### src/design/bir_pkg.sv
// Shared types and constants for the bilinear RGB resize block.
package bir_pkg;

    localparam int COORD_W    = 12;
    localparam int CHAN_W     = 8;
    localparam int PIX_W      = 3 * CHAN_W;
    localparam int FRAC_W     = 8;
    localparam int WGT_W      = 17;
    localparam int ACC_W      = 24;
    localparam int SRC_CFG_W  = 9;
    localparam int DST_CFG_W  = 13;
    localparam int CFG_IDX_W  = 3;
    localparam int CFG_DATA_W = 13;
    localparam int RATIO_FRAC = 16;

    localparam logic [CFG_IDX_W-1:0] CFG_SRC_WIDTH  = 3'd0;
    localparam logic [CFG_IDX_W-1:0] CFG_SRC_HEIGHT = 3'd1;
    localparam logic [CFG_IDX_W-1:0] CFG_DST_WIDTH  = 3'd2;
    localparam logic [CFG_IDX_W-1:0] CFG_DST_HEIGHT = 3'd3;

    localparam logic OP_WRITE   = 1'b0;
    localparam logic OP_REQUEST = 1'b1;

    localparam logic AXIS_X = 1'b0;
    localparam logic AXIS_Y = 1'b1;

    typedef struct packed {
        logic               op;
        logic [COORD_W-1:0] col;
        logic [COORD_W-1:0] row;
        logic [CHAN_W-1:0]  red_in;
        logic [CHAN_W-1:0]  green_in;
        logic [CHAN_W-1:0]  blue_in;
    } t_in_item;

    typedef struct packed {
        logic [CHAN_W-1:0] red_out;
        logic [CHAN_W-1:0] green_out;
        logic [CHAN_W-1:0] blue_out;
    } t_out_item;

    typedef enum logic [2:0] {
        S_IDLE,
        S_DIV_LOAD,
        S_DIV_RUN,
        S_DIV_SAVE,
        S_MUL,
        S_AXIS,
        S_READ,
        S_LAST
    } t_state;

    typedef struct packed {
        logic       in_accept;
        logic       div_load;
        logic       div_axis;
        logic       div_step;
        logic       ratio_save;
        logic       mul_en;
        logic       axis_en;
        logic       read_en;
        logic [1:0] nbr;
        logic       acc_clr;
        logic       acc_en;
        logic       out_load;
    } t_cmd;

endpackage

### src/design/bir_ctrl.sv
// Controller state machine of the resize block.
module bir_ctrl #(
    parameter int QUO_W = 24
) (
    input  logic          i_clk,
    input  logic          i_rst_n,
    input  logic          i_in_valid,
    input  logic          i_in_op,
    input  logic          i_out_stall,
    input  logic          i_cfg_we,
    output logic          o_in_stall,
    output logic          o_out_valid,
    output bir_pkg::t_cmd o_cmd
);
    import bir_pkg::*;

    localparam int CNT_W = $clog2(QUO_W);

    t_state           r_state, n_state;
    logic [CNT_W-1:0] r_cnt, n_cnt;
    logic [1:0]       r_nbr, n_nbr;
    logic             r_axis, n_axis;
    logic             r_dirty, n_dirty;
    logic             r_out_valid, n_out_valid;
    logic             ready;
    logic             accept;
    logic             out_free;

    assign ready    = (r_state == S_IDLE) && !r_dirty;
    assign accept   = ready && i_in_valid;
    assign out_free = !r_out_valid || !i_out_stall;

    always_ff @(posedge i_clk) begin
        if (!i_rst_n) begin
            r_state     <= S_IDLE;
            r_cnt       <= '0;
            r_nbr       <= '0;
            r_axis      <= AXIS_X;
            r_dirty     <= 1'b1;
            r_out_valid <= 1'b0;
        end else begin
            r_state     <= n_state;
            r_cnt       <= n_cnt;
            r_nbr       <= n_nbr;
            r_axis      <= n_axis;
            r_dirty     <= n_dirty;
            r_out_valid <= n_out_valid;
        end
    end

    always_comb begin
        n_state     = r_state;
        n_cnt       = r_cnt;
        n_nbr       = r_nbr;
        n_axis      = r_axis;
        n_dirty     = r_dirty || i_cfg_we;
        n_out_valid = r_out_valid && i_out_stall;
        case (r_state)
            S_IDLE: begin
                if (r_dirty) begin
                    n_state = S_DIV_LOAD;
                    n_axis  = AXIS_X;
                    n_dirty = i_cfg_we;
                end else if (accept && (i_in_op == OP_REQUEST)) begin
                    n_state = S_MUL;
                end
            end
            S_DIV_LOAD: begin
                n_state = S_DIV_RUN;
                n_cnt   = CNT_W'(QUO_W - 1);
            end
            S_DIV_RUN: begin
                n_cnt = r_cnt - CNT_W'(1);
                if (r_cnt == '0) begin
                    n_state = S_DIV_SAVE;
                end
            end
            S_DIV_SAVE: begin
                if (r_axis == AXIS_X) begin
                    n_axis  = AXIS_Y;
                    n_state = S_DIV_LOAD;
                end else begin
                    n_state = S_IDLE;
                end
            end
            S_MUL: begin
                n_state = S_AXIS;
            end
            S_AXIS: begin
                n_state = S_READ;
                n_nbr   = '0;
            end
            S_READ: begin
                n_nbr = r_nbr + 2'd1;
                if (r_nbr == 2'd3) begin
                    n_state = S_LAST;
                end
            end
            S_LAST: begin
                if (out_free) begin
                    n_state     = S_IDLE;
                    n_out_valid = 1'b1;
                end
            end
            default: begin
                n_state = S_IDLE;
            end
        endcase
    end

    always_comb begin
        o_cmd            = '0;
        o_cmd.in_accept  = accept;
        o_cmd.div_axis   = r_axis;
        o_cmd.nbr        = r_nbr;
        o_in_stall       = !ready;
        o_out_valid      = r_out_valid;
        case (r_state)
            S_DIV_LOAD: o_cmd.div_load   = 1'b1;
            S_DIV_RUN:  o_cmd.div_step   = 1'b1;
            S_DIV_SAVE: o_cmd.ratio_save = 1'b1;
            S_MUL:      o_cmd.mul_en     = 1'b1;
            S_AXIS: begin
                o_cmd.axis_en = 1'b1;
                o_cmd.acc_clr = 1'b1;
            end
            S_READ: begin
                o_cmd.read_en = 1'b1;
                o_cmd.acc_en  = (r_nbr != 2'd0);
            end
            S_LAST: begin
                // The output register takes the sum including the last neighbor
                // on the edge that raises the valid flag.
                o_cmd.acc_en   = out_free;
                o_cmd.out_load = out_free;
            end
            default: ;
        endcase
    end

endmodule
### config.mk
export PLATFORM = sky130hd
export DESIGN_NAME = bir_ctrl
export DESIGN_NICKNAME = d
export VERILOG_FILES = /design/src/design/bir_pkg.sv /design/src/design/bir_ctrl.sv
export SDC_FILE = /design/constraint.sdc
export NUM_CORES = 1
export LEC_CHECK = 0
export BUFFER_PORTS_ARGS = -buffer_cell sky130_fd_sc_hd__clkbuf_2
export CAP_MARGIN = 20
export CORE_MARGIN = 4
export CORE_UTILIZATION = 40
export CTS_CLUSTER_SIZE = 25
export DETAILED_ROUTE_END_ITERATION = 8
export PLACE_DENSITY = 0.64
export RECOVER_POWER = 50
export SYNTH_ARGS = -nofsm -noshare
export SYNTH_HDL_FRONTEND = slang
export SYNTH_SLANG_ARGS = --single-unit
### constraint.sdc
create_clock -name i_clk -period 2.5 [get_ports i_clk]
set_input_delay 0.5 -clock i_clk [delete_from_list [all_inputs] [get_ports i_clk]]
set_output_delay 0.5 -clock i_clk [all_outputs]
set_load 0.01 [all_outputs]
==> results.cfg <==
[die]
die_h_um = 54.0
core_um2 = 1980
start_util_pct = 42.6
dieArea_um2 = 2910
die_width_um = 54.0
io_pins = 21
row_count = 16

[hold_path]
hold_path_class = primary input to register
hold_path_end = r_dirty$_SDFF_PN1_
hold_depth = 2
worstHoldStart = i_cfg_we

[final_layout]
final_cell_area_um2 = 912
final_common_cell = clkbuf_2
nNetsFinal = 131
layout_common_cells = clkbuf_2 (16), dfxtp_1 (13), nand2_1 (11)
diodes = 0
fin_cells = 148
area_growth_pct = 8.00
final_layout_size_suffix_gt1_share_pct = 23.1

[detailed_routing]
drt-initial-drc-count = 14
drt-pass1-iter-count = 4
drt-vias-per-instance = 5.09
routed_wl_um = 1800
vias = 754
wl_per_cell_um = 12.1
ant_nets = 0
drc_errors = 0

[global_route]
grt_max_degree = 22
grt_use_total_pct = 14.7
grt_pass1_wl_um = 3050
antenna_found_initial = 0
grt_pass1_vias = 682
overflow = 0

[run_status]
status = completed

[pwr]
pwr-share-seq_pct = 48.0
peakVddDrop_mv = 0.347
combinationalPowerShare_pct = 31.1
cellPowerDensity_nw_per_um2 = 708
intPower_uw = 393
clkPwrFrac_pct = 20.9
swShare_pct = 39.0
switching_power_uw = 252
power_leakage_nw = 0.379

[setup_path]
ff2ff_setup_slack_ns = 0.77
r2r_cells = 3
crit_buf_inv = 2
cp-end-kind = primary output
crit_start = r_state[0]$_SDFFE_PN0P_
worstReg2RegEnd = r_cnt[4]$_SDFFE_PN0N_
startpoint_type = register
rr_startpoint = r_state[0]$_SDFFE_PN0P_
critPathTopFamily = flip-flops
arrival_ns = 1.77
crit_fanout = 20
required_ns = 2.00
worstPathCellList = inv_1, nor3_1, clkbuf_2
slowest_delay_ns = 0.79
crit_type = register to primary output
critical_path.slowest_cell = dfxtp_1

[timing]
relSlewSlack_pct = 49.0
report.final.slew_viol_count = 0
setup_viol = 0
final.setup_skew_ns = 0.00198
rsz0062_at_grt = false
hold_violations = 0
worst_pin_slew_ns = 0.764
min_period_over_period_pct = 90.9
whs_ns = 0.411
fmax_ghz = 0.440
tns_ns = 0
period_minus_slack_ns = 2.27

[placement]
dp_cells = 144
place_congestion = 0.730
port_buffers = 20
post-dp-hpwl_um = 1240
placed_area_um2 = 891

[synth]
syn_nets = 117
syn_inst = 108
syn_avg_cell_area_um2 = 7.82
syn_area_um2 = 845
synth_cell_types = 33
yosysSeqAreaShare_pct = 30.8
ys_ff_latch = 13
yosysWarnings = 0

[clock_network]
cts_buffer_depth = 2
clk_pin_slew_ns = 0.08
clock-root-buffer = clkbuf_4
numCtsBuffers = 3
postCtsSetupBuffers = 0
cts_resized = 0
holdBufCountCts = 0
clk_latency_ns = 0.28
clock_sinks = 13
cts_max_level = 1
tritoncts = yes

[flow_run]
cap_violations = 0
per-stage QoR:
step / setup slack, ns / utilization (%) / power (mW)
floorplan: 0.973 / - / 0.489
global placement: 0.678 / 44.9 / 0.511
detailed placement: 0.682 / 44.9 / 0.514
CTS: 0.370 / 46.3 / 0.654
global route: 0.136 / 46.0 / 0.704
finish: 0.228 / 46.0 / 0.645
worst max-delay path by stage:
stage                endpoint  cells past startpoint
floorplan            o_cmd[6]                      4
global placement     o_cmd[0]                      3
detailed placement   o_cmd[0]                      3
CTS                  o_cmd[0]                      3
global route        o_cmd[11]                      3
finish               o_cmd[8]                      3
synth_stat cells:
library cell | n | area share (%)
nor3_1 | 2 | 1.2
nor2b_1 | 2 | 1.5
nor2_1 | 10 | 4.4
nor3_4 | 1 | 1.9
inv_1 | 5 | 2.2
and2_1 | 1 | 0.74
o22ai_1 | 1 | 0.74
o21a_1 | 1 | 0.89
clkbuf_1 | 1 | 0.44
nor4b_1 | 1 | 1.0
nor4_2 | 1 | 1.5
ha_1 | 3 | 4.4
nand4_1 | 2 | 1.5
buf_2 | 1 | 0.59
nand2_1 | 11 | 4.9
or3_1 | 1 | 0.74
o221a_2 | 3 | 4.0
and3_1 | 2 | 1.5
a21oi_1 | 8 | 4.7
o21ai_0 | 9 | 5.3
o22a_1 | 1 | 1.0
o31ai_1 | 1 | 0.89
inv_2 | 2 | 0.89
and2_2 | 1 | 0.89
nand3b_1 | 1 | 0.89
nand3_1 | 5 | 3.0
buf_6 | 3 | 4.0
buf_4 | 6 | 5.3
a22oi_1 | 2 | 1.8
mux2i_1 | 1 | 1.2
dfxtp_1 | 13 | 31
nor2_2 | 2 | 1.5
a21boi_1 | 4 | 3.6
cell families (layout without fill, tap and decap cells):
logic type | after synthesis | count (layout) | share of synthesized area, %
AO/OA/AOI/OAI | 30 | 30 | 23.0
adder cells (fa/ha/maj) | 3 | 3 | 4.44
buffers and inverters | 18 | 31 | 13.5
flip-flops | 13 | 13 | 30.8
multiplexers | 1 | 1 | 1.19
AND/OR/NAND/NOR | 43 | 43 | 27.1
area by class of cell:
| type | instances | area, µm² |
|---|---|---|
| fillers | 217 | 1070 |
| well taps | 27 | 33.8 |
| multi-input cells | 77 | 470 |
| flip-flops and latches | 13 | 260 |
| clock buffers | 4 | 26.3 |
| repair buffers | 20 | 95.1 |
| inverters | 7 | 26.3 |
flip-flops by register name, summed over array words and instances, names as in the netlist:
name,count
r_cnt,5
r_state,3
r_nbr,2
o_out_valid,1
r_axis,1
r_dirty,1
power groups by stage:
stage	logic [mW]	registers (mW)	clock network, mW
finish	0.201	0.310	0.135
global route	0.233	0.315	0.156
CTS	0.204	0.308	0.142
detailed placement	0.201	0.313	0
global placement	0.200	0.312	0
floorplan	0.221	0.268	0
metal layers:
metal	vias up	part of all wire (%)	GRT usage, %
li1	401	-	-
met1	334	51	19.1
met2	17	43	21.8
met3	2	4.9	5.82
met4	0	1.1	5.11
met5	-	0	0
No activity file was read; power rests on OpenSTA's default activity.
